`src/design/dsgcb_pkg.sv`:
```
// Package for the DMA scatter-gather chain builder.
// Item types, field codes and sizing constants; no dependencies.
package dsgcb_pkg;

  // Page and transfer limits (page size is a power of two)
  localparam int unsigned PAGE_BYTES    = 4096;
  localparam int unsigned MAX_TRANSFER  = 65536;
  localparam int unsigned COUNT16_LIMIT = 65536;
  localparam int unsigned PAGE_W        = $clog2(PAGE_BYTES);

  // Field widths
  localparam int unsigned CNT_W  = 17;
  localparam int unsigned ADDR_W = 32;

  // Result queue sizing
  localparam int unsigned FIFO_DEPTH = 4;
  localparam int unsigned PTR_W      = $clog2(FIFO_DEPTH);
  localparam int unsigned FCNT_W     = $clog2(FIFO_DEPTH + 1);

  // Commands
  localparam logic CMD_START = 1'b0;
  localparam logic CMD_FRAG  = 1'b1;

  // Transfer unit codes
  localparam logic [1:0] WIDTH_BYTE = 2'd0;
  localparam logic [1:0] WIDTH_WORD = 2'd1;
  localparam logic [1:0] WIDTH_LONG = 2'd2;
  localparam logic [1:0] WIDTH_ALT  = 2'd3;

  typedef enum logic [1:0] {
    ERR_OK    = 2'd0,
    ERR_COUNT = 2'd1,
    ERR_LONG  = 2'd2,
    ERR_IDLE  = 2'd3
  } err_e;

  typedef struct packed {
    logic              command;
    logic [CNT_W-1:0]  total_count;
    logic [1:0]        width_mode;
    logic              read_dir;
    logic              priority_req;
    logic              no_interrupt;
    logic [ADDR_W-1:0] phys_addr;
  } in_t;

  typedef struct packed {
    logic [ADDR_W-1:0] seg_addr;
    logic [CNT_W-1:0]  seg_count;
    logic              dir_write;
    logic [1:0]        unit_width;
    logic              prio_flag;
    logic              intr_enable;
    logic              last_segment;
    err_e              error_code;
  } out_t;

  // Transfer flags latched on start
  typedef struct packed {
    logic       no_interrupt;
    logic       priority_req;
    logic       read_dir;
    logic [1:0] width;
  } mode_t;

endpackage

```
`src/design/dma_scatter_gather_chain_builder_unit.sv`:
```
// Top level of the DMA scatter-gather chain builder.
// Uses dsgcb_pkg for item types, codes and sizing constants.
//
// Usage:
//   Input channel (in_valid_i / in_stall_o / in_data_i): a start item arms a
//   transfer; each fragment item gives the address of the next page piece.
//   Output channel (out_valid_o / out_stall_i / out_data_o): finished
//   segments and error items, in order.
//   cfg_we_i / cfg_wdata_i write the 16-bit-card flag; write only when idle.
// Timing:
//   An item is worked on in the cycle it is accepted; its zero, one or two
//   results are registered into a four-entry result queue, whose head drives
//   the output. One item is accepted per cycle while the queue has room for
//   two results; an item that yields two results keeps the sustained rate at
//   one item per cycle only if the output drains two per item, so the queue
//   drain rate of at most one result per cycle sets the limit.
// Reset:
//   Clears the transfer state, the flag register and the queue.
// Stall:
//   A stalled output holds its item; in_stall_o rises once fewer than two
//   queue entries are free.
module dma_scatter_gather_chain_builder_unit (
  input  logic            clk_i,
  input  logic            rst_ni,
  input  logic            in_valid_i,
  output logic            in_stall_o,
  input  dsgcb_pkg::in_t  in_data_i,
  output logic            out_valid_o,
  input  logic            out_stall_i,
  output dsgcb_pkg::out_t out_data_o,
  input  logic            cfg_we_i,
  input  logic            cfg_wdata_i
);
  import dsgcb_pkg::*;

  // Transfer state
  logic              card16_q;
  logic              active_q, active_d;
  logic              pend_valid_q, pend_valid_d;
  logic [CNT_W-1:0]  remain_q, remain_d;
  logic [ADDR_W-1:0] pend_addr_q, pend_addr_d;
  logic [CNT_W-1:0]  pend_units_q, pend_units_d;
  logic [ADDR_W-1:0] pend_end_q, pend_end_d;
  mode_t             mode_q, mode_d;

  // Result queue
  out_t              fifo_q [FIFO_DEPTH];
  logic [PTR_W-1:0]  head_q, tail_q;
  logic [FCNT_W-1:0] fcnt_q;

  logic       accept, pop;
  logic [1:0] n_push;
  out_t       res0, res1;

  // Fragment datapath
  logic [1:0]        start_w;
  logic [CNT_W-1:0]  page_off, piece, bytes, units;
  logic [CNT_W:0]    merged_sum;
  logic              merge;
  logic [CNT_W-1:0]  remain_next;

  assign accept      = in_valid_i && !in_stall_o;
  assign out_valid_o = (fcnt_q != '0);
  assign pop         = out_valid_o && !out_stall_i;
  assign out_data_o  = fifo_q[head_q];
  assign in_stall_o  = (fcnt_q > FCNT_W'(FIFO_DEPTH - 2));

  // Piece length: up to the page boundary, clipped by the remaining count
  assign page_off    = {{(CNT_W - PAGE_W){1'b0}}, in_data_i.phys_addr[PAGE_W-1:0]};
  assign piece       = CNT_W'(PAGE_BYTES) - page_off;
  assign bytes       = (remain_q < piece) ? remain_q : piece;
  assign remain_next = remain_q - bytes;
  assign start_w     = (in_data_i.width_mode == WIDTH_ALT) ? WIDTH_LONG
                                                           : in_data_i.width_mode;
  assign merged_sum  = {1'b0, pend_units_q} + {1'b0, units};
  assign merge       = pend_valid_q && (in_data_i.phys_addr == pend_end_q) &&
                       (!card16_q || (merged_sum <= (CNT_W+1)'(COUNT16_LIMIT)));

  // Convert bytes to transfer units
  always_comb begin
    case (mode_q.width)
      WIDTH_LONG: units = bytes >> 2;
      WIDTH_WORD: units = bytes >> 1;
      default:    units = bytes;
    endcase
  end

  // Build a segment item from the current flags
  function automatic out_t make_seg(logic [ADDR_W-1:0] addr, logic [CNT_W-1:0] cnt,
                                    logic last, mode_t m);
    out_t r;
    r.seg_addr     = addr;
    r.seg_count    = cnt;
    r.dir_write    = !m.read_dir;
    r.unit_width   = m.width;
    r.prio_flag    = m.priority_req;
    r.intr_enable  = !(last && m.no_interrupt);
    r.last_segment = last;
    r.error_code   = ERR_OK;
    return r;
  endfunction

  function automatic out_t make_err(err_e e);
    out_t r;
    r            = '0;
    r.error_code = e;
    return r;
  endfunction

  // Work out the next state and the results of the accepted item
  always_comb begin
    active_d     = active_q;
    pend_valid_d = pend_valid_q;
    remain_d     = remain_q;
    pend_addr_d  = pend_addr_q;
    pend_units_d = pend_units_q;
    pend_end_d   = pend_end_q;
    mode_d       = mode_q;
    n_push       = 2'd0;
    res0         = '0;
    res1         = '0;
    if (accept) begin
      if (in_data_i.command == CMD_START) begin
        active_d     = 1'b0;
        pend_valid_d = 1'b0;
        if (in_data_i.total_count == '0 ||
            {{(32 - CNT_W){1'b0}}, in_data_i.total_count} > 32'(MAX_TRANSFER)) begin
          res0   = make_err(ERR_COUNT);
          n_push = 2'd1;
        end else if (start_w == WIDTH_LONG && card16_q) begin
          res0   = make_err(ERR_LONG);
          n_push = 2'd1;
        end else begin
          mode_d.width        = start_w;
          mode_d.read_dir     = in_data_i.read_dir;
          mode_d.priority_req = in_data_i.priority_req;
          mode_d.no_interrupt = in_data_i.no_interrupt;
          remain_d            = in_data_i.total_count;
          pend_units_d        = '0;
          pend_addr_d         = '0;
          pend_end_d          = '0;
          active_d            = 1'b1;
        end
      end else if (!active_q) begin
        res0   = make_err(ERR_IDLE);
        n_push = 2'd1;
      end else begin
        remain_d = remain_next;
        // Merge a contiguous piece (within the 16-bit-card limit), else flush the pending segment
        if (merge) begin
          pend_units_d = merged_sum[CNT_W-1:0];
          pend_end_d   = pend_end_q + {{(ADDR_W - CNT_W){1'b0}}, bytes};
        end else begin
          if (pend_valid_q) begin
            res0   = make_seg(pend_addr_q, pend_units_q, 1'b0, mode_q);
            n_push = 2'd1;
          end
          pend_addr_d  = in_data_i.phys_addr;
          pend_units_d = units;
          pend_end_d   = in_data_i.phys_addr + {{(ADDR_W - CNT_W){1'b0}}, bytes};
          pend_valid_d = 1'b1;
        end
        // Close the chain when the count is used up
        if (remain_next == '0) begin
          if (n_push == 2'd1) begin
            res1   = make_seg(pend_addr_d, pend_units_d, 1'b1, mode_q);
            n_push = 2'd2;
          end else begin
            res0   = make_seg(pend_addr_d, pend_units_d, 1'b1, mode_q);
            n_push = 2'd1;
          end
          pend_valid_d = 1'b0;
          active_d     = 1'b0;
        end
      end
    end
  end

  // Hold the transfer state and flag register
  always_ff @(posedge clk_i or negedge rst_ni) begin
    if (!rst_ni) begin
      card16_q     <= 1'b0;
      active_q     <= 1'b0;
      pend_valid_q <= 1'b0;
      remain_q     <= '0;
      pend_addr_q  <= '0;
      pend_units_q <= '0;
      pend_end_q   <= '0;
      mode_q       <= '0;
    end else begin
      if (cfg_we_i) begin
        card16_q <= cfg_wdata_i;
      end
      active_q     <= active_d;
      pend_valid_q <= pend_valid_d;
      remain_q     <= remain_d;
      pend_addr_q  <= pend_addr_d;
      pend_units_q <= pend_units_d;
      pend_end_q   <= pend_end_d;
      mode_q       <= mode_d;
    end
  end

  // Advance the queue pointers and count
  always_ff @(posedge clk_i or negedge rst_ni) begin
    if (!rst_ni) begin
      head_q <= '0;
      tail_q <= '0;
      fcnt_q <= '0;
    end else begin
      if (pop) begin
        head_q <= head_q + PTR_W'(1);
      end
      tail_q <= tail_q + PTR_W'(n_push);
      fcnt_q <= fcnt_q + FCNT_W'(n_push) - FCNT_W'(pop);
    end
  end

  // Write results into the queue
  always_ff @(posedge clk_i) begin
    if (n_push != 2'd0) begin
      fifo_q[tail_q] <= res0;
    end
    if (n_push == 2'd2) begin
      fifo_q[tail_q + PTR_W'(1)] <= res1;
    end
  end

endmodule
```
`config.mk`:
```
export PLATFORM = sky130hd
export DESIGN_NAME = dma_scatter_gather_chain_builder_unit
export DESIGN_NICKNAME = d
export VERILOG_FILES = /design/src/design/dsgcb_pkg.sv /design/src/design/dma_scatter_gather_chain_builder_unit.sv
export SDC_FILE = /design/constraint.sdc
export NUM_CORES = 1
export LEC_CHECK = 0
export BUFFER_PORTS_ARGS = -buffer_cell sky130_fd_sc_hd__buf_2
export CAP_MARGIN = 20
export CORE_MARGIN = 10
export CORE_UTILIZATION = 60
export DETAILED_ROUTE_END_ITERATION = 8
export PLACE_DENSITY = 0.79
export SLEW_MARGIN = 15
export SYNTH_ARGS = -nofsm -noshare
export SYNTH_HDL_FRONTEND = slang
export SYNTH_SLANG_ARGS = --single-unit
```
`constraint.sdc`:
```
create_clock -name clk_i -period 8.6 [get_ports clk_i]
set_clock_uncertainty 0.15 [all_clocks]
set_input_delay 0.86 -clock clk_i [delete_from_list [all_inputs] [get_ports clk_i]]
set_output_delay 0.86 -clock clk_i [all_outputs]
set_load 0.005 [all_outputs]
```
# ---- Word level (Yosys, flattened, before mapping)
# Memory sizes are Yosys's and may differ from the RTL's.
# Index checks and enable logic that the tools add are counted.
dict set report op_classes {
  n_mul 0
  eq_ne 11
  add_sub_neg 10
  n_div 0
  mux 59
  n_shift 0
  bitwise 3
  magnitude_cmp 4
  reduce_logical 19
}
# operator count
set op_table {}
lappend op_table {{$mux W57} 12}
lappend op_table {{$mux W32} 8}
lappend op_table {{$mux W17} 10}
lappend op_table {{$add A32 B17 Y32} 2}
lappend op_table {{$logic_not A17 Y1} 2}
lappend op_table {{$pmux W17 S2} 1}
lappend op_table {{$eq A32 B32 Y1} 1}
lappend op_table {{$mux W2} 11}
lappend op_table {{$add A17 B17 Y18} 1}
lappend op_table {{$le A18 B17 Y1 const B} 1}
lappend op_table {{$gt A17 B17 Y1 const B} 1}
lappend op_table {{$lt A17 B17 Y1} 1}
lappend op_table {{$mux W1} 17}
lappend op_table {{$sub A17 B17 Y17} 1}
lappend op_table {{$sub A13 B12 Y14 const A} 1}
lappend op_table {{$eq A2 B2 Y1 const B} 4}
lappend op_table {{$reduce_and A4 Y1} 2}
lappend op_table {{$logic_and A1 B1 Y1} 5}
lappend op_table {{$logic_not A1 Y1} 5}
lappend op_table {{$add A2 B1 Y2 const B} 2}
lappend op_table {{$eq A2 B1 Y1 const B} 2}
lappend op_table {{$ne A2 B2 Y1 const B} 2}
lappend op_table {{$add A3 B2 Y3} 1}
lappend op_table {{$gt A3 B2 Y1 const B} 1}
lappend op_table {{9 further kinds} 12}
dict set report word_totals {
  in_bits 61
  mem_bits_ro 0
  latch_bits 0
  mem_bits_rw 228
  out_inout_bits 59
  ff_bits 113
  n_memories 1
  word_cells 121
}
# name words width rd rd_clocked_by_memory_dff write_ports line_no
set mem_list {}
lappend mem_list {fifo_q 4 57 1 0 2 dma_scatter_gather_chain_builder_unit.sv:47} ;# out_t fifo_q [FIFO_DEPTH];

# ---- Longest topological paths before layout
# Gate-level depths: netlist of run 1.
dict set report logic_depth {
  depth_word 21
  ltp_mapped 39
}

# ---- Worst setup path before layout of run 1
# Ideal clock, no wire load.
dict set report synth_path {
  path_kind {input to register}
  start {in in_data_i[3] in the netlist's numbering}
  end {mem fifo_q[3][10] in the netlist's numbering, enable pin}
  arrival_ns 8.662
  setup_slack_ns -0.626
  cell_stages 32
  path_cell_list {clkbuf_1 nor4_1 nand2_1 nor3_1 inv_1 ha_1 a21oi_1 nand2_1 a31oi_1 o2111ai_1 nand2_2 buf_2 mux2_2 a222oi_1 inv_1 ha_1 nor2_1 o31a_1 nand3_1 o311ai_1 or4_1 a221oi_1 a41oi_1 o221a_2 buf_2 ha_1 o21ai_0 a21oi_1 nand2b_1 nand3_1 clkbuf_1 nand2_1}
}
# element line_no
set synth_rtl {}
lappend synth_rtl {{start, declared} dma_scatter_gather_chain_builder_unit.sv:27} ;# input dsgcb_pkg::in_t in_data_i,
lappend synth_rtl {{end, declared} dma_scatter_gather_chain_builder_unit.sv:47}

==> flow_summary.toml, run 1 <==
[outcome]
status = "complete, no violations"

[floorplan]
die_h_um = 201
num_io_pins = 120
fp.dieArea_um2 = 40500
initial_utilization = 0.608
std_cell_rows = 66
die_x_um = 201
core_area_um2 = 32500

[synth]
yosys.area.top_type_share = 0.335
synth_seq_cells = 341
ys_types = 78
seq_area_frac_synth = 0.486
ys.flop_type = "edfxtp_1"
syn_inst = 1888
synth.avg_cell_area_um2 = 10.4
synth_area_um2 = 19700
synth_edf_count = 220
synth_top_area_cell = "edfxtp_1"
yosysWarnings = 0
synthArstFlopShare = 0.331
synth_area_leaders = "edfxtp_1 (33%), dfrtp_1 (14%), mux4_2 (6.5%), o22ai_1 (5.1%), nand2_1 (5.0%)"

[power_and_ir_drop]
p_switching_mw = 2.70
power.internal_mw = 4.41
p_clk_frac = 0.241
finalPower_mw = 7.10
pwr-share-seq = 0.328
vdd_drop_max_mv = 0.261
swShare = 0.380
combPwrFrac = 0.431
p_per_area_nw_per_um2 = 315
leakagePower_nw = 8.50

[final_layout]
fin_cells = 2474
multi_input_area_um2 = 9380
final_layout_size_suffix_gt1_frac = 0.182
fill_cells = 2334
layout.nets = 2135
synthToLayoutAreaGrowth_pct = 14.4
finalInstanceArea_um2 = 22600
register_area_um2 = 9600

[clock_network]
clk_latency_ns = 0.54
cts_tree = "yes"
clock_sinks = 341
cts.htree.levels = 2
clk_pin_slew_ns = 0.06
cts_max_path_buffers = 3
holdBufCountCts = 0
clockRootBuffer = "clkbuf_16"
cts_buffers = 37

[setup_path]
endpoint_kind = "flop"
crit_slowest_cell = "or4_1"
cp_slowest_stage_delay_ns = 0.41
cp_max_fo = 12
required_ns = 8.73
arrival_ns = 8.31
criticalPathCategory = "input pin to flop"
critPathLaunchType = "input pin"

[drt]
drt_iter0_drc = 2355
vias = 16500
detail-route-antenna-nets = 0
vias_per_cell = 6.68
wire_per_inst_um = 23.5
route.detailed.drc = 0
drt-pass1-iter-count = 8
wirelength_um = 58100

[timing]
fin_ws_ns = 0.422
setup_viol = 0
slew_headroom = 0.193
period_minus_slack_ns = 8.18
fmax_mhz = 122
fin_crit_sh = 0.951
whs_ns = 0.251
finalHoldViolCount = 0
tightest_slew_ns = 1.18
drv_slew = 0
rsz0062_at_grt = "false"

[place]
place_area_um2 = 21200
dp_cells = 2403
place_ws_ns = -0.0706
place_hpwl_um = 39600
gp_congestion = 0.991
portBuffers = 119

[grt]
overflow = 0
antenna_found_initial = 1
grt_usage = 0.279
grt_start_max_net_pins = 75
grt_first_pass_wirelength_um = 91100
grt_pass1_vias = 16200

[run]
cap_violations = 0

[min_path]
hold_path.class = "input pin to asynchronous set/reset pin"
## final cells by class
| class | instances | share of cell area |
|---|---|---|
| sequential | 341 | 0.425 |
| multi-input combinational | 1345 | 0.415 |
| timing repair buffer | 211 | 0.0660 |
| clock buffer | 48 | 0.0446 |
| tap | 442 | 0.0245 |
| clock inverter | 20 | 0.0131 |
| inverter | 66 | 0.0110 |
| antenna | 1 | 0.000111 |
## cells in the mapped netlist, types with 7 or more instances
cell type and number:
nand4_1 18, mux2_2 10, nor3_1 20, mux2i_1 20, mux4_2 57, nor2b_1 21, o21bai_1 10, o22ai_1 162
nand2_1 264, xnor2_1 71, a21oi_1 71, o21ai_0 144, dfrtp_1 113, xor2_1 29, inv_1 64, a21o_1 19
buf_2 37, or3_1 12, o221ai_1 10, a211oi_1 7, o22a_1 18, dfxtp_1 8, edfxtp_1 220, clkbuf_1 88
nor2_1 72, nor4_1 11, o31ai_1 10, ha_1 68, nand3_1 67, a222oi_1 7, and3_1 23, o21a_1 11
nand2b_1 14, buf_1 12
## metal layers
| layer | GRT usage | wire [um] | share of wire |
|---|---|---|---|
| met3 | 0.0495 | 6120 | 0.11 |
| met5 | 0 | 0 | 0 |
| met2 | 0.457 | 27600 | 0.48 |
| met1 | 0.370 | 22700 | 0.39 |
| met4 | 0.0894 | 1680 | 0.029 |
## critical path: cells and delay by family
family          cells  cell delay, ns
xor+xnor            1            0.20
mux                 1            0.39
buf+inv             6            0.82
compound gates     13            2.98
simple gates       10            2.12
fa+ha+maj           3            0.93
## worst paths after layout
check                      depth (start not counted)    startpoint         endpoint  slack (ns)
min                                                1        rst_ni     remain_q[13]        0.25
max                                               34  in_data_i[2]    fifo_q[2][11]        0.42
min reg2reg                                        2  fifo_q[0][0]     fifo_q[0][0]        0.31
min in group clk_i                                 2  fifo_q[0][0]     fifo_q[0][0]        0.31
max in group asynchronous                          2        rst_ni  pend_addr_q[28]        6.68
max reg2reg                                       27  remain_q[16]    fifo_q[2][11]        1.18
## what timing repair did
item | in CTS | in global routing
resized for setup | 0 | 6
buffers inserted | 0 | 2
endpoints found under the setup margin | 0 | 104
## power by group through the flow
stage          registers [mW]  logic [mW]  clock network, mW
2_1_floorplan            2.23        2.07                  0
5_1_grt                  2.36        3.34               1.79
6_report                 2.33        3.06               1.71
4_1_cts                  2.32        3.03               1.72
3_3_place_gp             2.33        2.94                  0
3_5_place_dp             2.35        3.00                  0
## kinds of logic (layout without fill, tap and decap cells)
family	Yosys count	after routing	synth area share
compound gates	528	528	0.169
xor+xnor	100	100	0.0444
fa+ha+maj	72	72	0.0472
buf+inv	209	345	0.0433
flops	341	341	0.486
mux	88	88	0.0816
other cells	1	9	0.000190
simple gates	549	549	0.128
## sequential cells by signal (all words and copies together) (netlist names), 2 cells and up
register,flops
remain_q,17
pend_end_q,32
fcnt_q,3
pend_addr_q,32
pend_units_q,17
head_q,2
tail_q,2
fifo_q,228
mode_q,5
## cells in the final DEF, fill, tap and decap left out, drive strengths merged, types with 22 or more instances in the layout
master and n:
o22ai 163, buf 211, nand2 265, nor2 74
clkbuf 48, dfrtp 113, inv 70, o21ai 148
xor2 29, xnor2 71, nand3 69, mux4 57
ha 68, a21oi 73, nor3 22, edfxtp 220
and3 23
## per-stage QoR
stage / TNS [ns] / util
5_1_grt: 0 / 0.696
3_3_place_gp: 0 / 0.654
2_1_floorplan: 0 / -
6_report: 0 / 0.696
4_1_cts: 0 / 0.695
3_5_place_dp: -0.0706 / 0.654
(Power assumes the default switching activity.)
==> run 2: changes to the inputs <==
- clock period: 8.6 -> 9.5 ns (I/O delays scaled with it)
==> run 2 against run 1 <==
Effect of this change: sequential power down 9.4%; non-clock buffer count decreased by 46; clock power is 13% lower; highest routed layer unchanged; utilization fell by 1.6 points.
==> flow_summary.toml, run 2 (synthesis results as in run 1) <==
[place]
place_ws_ns = 0.102
gp_congestion = 0.943
dp_cells = 2359
place_hpwl_um = 38200
portBuffers = 119

[floorplan]
num_io_pins = 120
die_h_um = 201
initial_utilization = 0.608
core_area_um2 = 32500
std_cell_rows = 66
die_x_um = 201
fp.dieArea_um2 = 40500

[grt]
grt_util_met2 = 0.447
antenna_found_initial = 0
grt-busiest-layer = "met2"
use_met3 = 0.0392
grt_first_pass_wirelength_um = 88700
grt_pass1_vias = 15800
grt_usage = 0.272
grt_start_max_net_pins = 75
grt.met1_usage = 0.366
overflow = 0

[final_layout]
diodes = 0
final_layout_size_suffix_gt1_frac = 0.161
largest_registers = "fifo_q x228, pend_addr_q x32, pend_end_q x32"
largest_reg_flops = 228
register_area_um2 = 9600
fin_cells = 2429
final_cell_mix = "nand2_1 (260), edfxtp_1 (220), o22ai_1 (162)"
final_common_cell = "nand2_1"
top_register = "fifo_q"
fill_cells = 2405
synthToLayoutAreaGrowth_pct = 11.8
layout.nets = 2090
multi_input_area_um2 = 9350
finalCoreUtilization = 0.680

[setup_path]
reg2reg_to = "fifo_q[2][17]"
crit_top_cell = "o21ai_0"
cp_slowest_stage_delay_ns = 0.55
worstReg2RegStart = "remain_q[15]"
criticalPathCategory = "input pin to flop"
reg2reg_depth = 27
required_ns = 9.70
endpoint_kind = "flop"
rrSetupSlack_ns = 1.39
cp-startpoint = "in_data_i[2]"
critPathLaunchType = "input pin"
crit_slowest_cell = "or4_1"
cp_max_fo = 17
arrival_ns = 9.15

[power_and_ir_drop]
p_per_area_nw_per_um2 = 283
vdd_drop_max_mv = 0.319
leakagePower_nw = 8.21
finalPower_mw = 6.23

[timing]
finalHoldViolCount = 0
rsz0062_at_grt = "false"
fin_tns_setup_ns = 0
fmax_mhz = 112
fin_ws_ns = 0.549
fin_crit_sh = 0.942
drv_slew = 0
slew_headroom = 0.307
tightest_slew_ns = 1.01
period_minus_slack_ns = 8.95
setup_viol = 0

[drt]
vias_per_cell = 6.60
vias = 16000
wire_per_inst_um = 23.3
drt_iter0_drc = 1788
detail-route-antenna-nets = 0
wirelength_um = 56500
drt-pass1-iter-count = 8
route.detailed.drc = 0

[clock_network]
clockRootBuffer = "clkbuf_16"
cts_setup_buffers = 0
holdBufCountCts = 0
cts_max_path_buffers = 3
cts_tree = "yes"
cts_buffers = 38
clk_pin_slew_ns = 0.06
clk_latency_ns = 0.54
cts.htree.levels = 2
clock_sinks = 341

[outcome]
status = "complete, no violations"

[min_path]
hold_path.class = "flop to flop"
min_path_cells = 2
min_from = "fifo_q[2][1]"
hold_end = "fifo_q[2][1]"

[run]
cap_violations = 0
run 2: per-stage QoR:
| stage | hold slack, ns | area (um^2) |
|---|---|---|
| finish | 0.309 | 22100 |
| global route | 0.341 | 22100 |
| CTS | 0.309 | 22000 |
| detailed placement | 0.301 | 20800 |
| global placement | 0.293 | 20800 |
| floorplan | 0.283 | 19800 |
run 2: routing by layer:
metal	vias up	part of all wire
met4	0	0.025
met1	7743	0.40
met3	124	0.091
met5	-	0
met2	954	0.48
li1	7217	-
run 2: area by class of cell:
cell class / count / share of cell area
Sequential cell: 341 / 0.435
Clock buffer: 51 / 0.0477
Inverter: 66 / 0.0112
Tap cell: 442 / 0.0251
Multi-Input combinational cell: 1345 / 0.424
Timing Repair Buffer: 165 / 0.0479
Clock inverter: 19 / 0.00902
run 2: power by group:
part           internal (mW)  switching [mW]
Sequential              1.87           0.239
Combinational           1.10            1.55
Clock                  0.867           0.609
Total                   3.84            2.39
run 2: what timing repair did:
item                       4_1_cts  5_1_grt
hold endpoints to repair         0        0
resized for setup                0        2
setup endpoints to repair        0      204
run 2: worst max path at each step:
stage                          endpoint  slack (ns)  cells after the start
after detailed placement  fifo_q[3][48]        0.10                     33
after global routing      fifo_q[2][17]        0.02                     33
after global placement     fifo_q[0][7]        0.28                     32
final                     fifo_q[2][17]        0.55                     33
after floorplan           fifo_q[3][10]        0.18                     32
after CTS                 fifo_q[3][48]        0.64                     33
run 2: worst max-delay path, delay by kind of cell:
kind            cells  cell delay, ns
compound gates     17            3.82
simple gates        9            2.76
fa+ha+maj           4            1.26
buf+inv             3            0.35
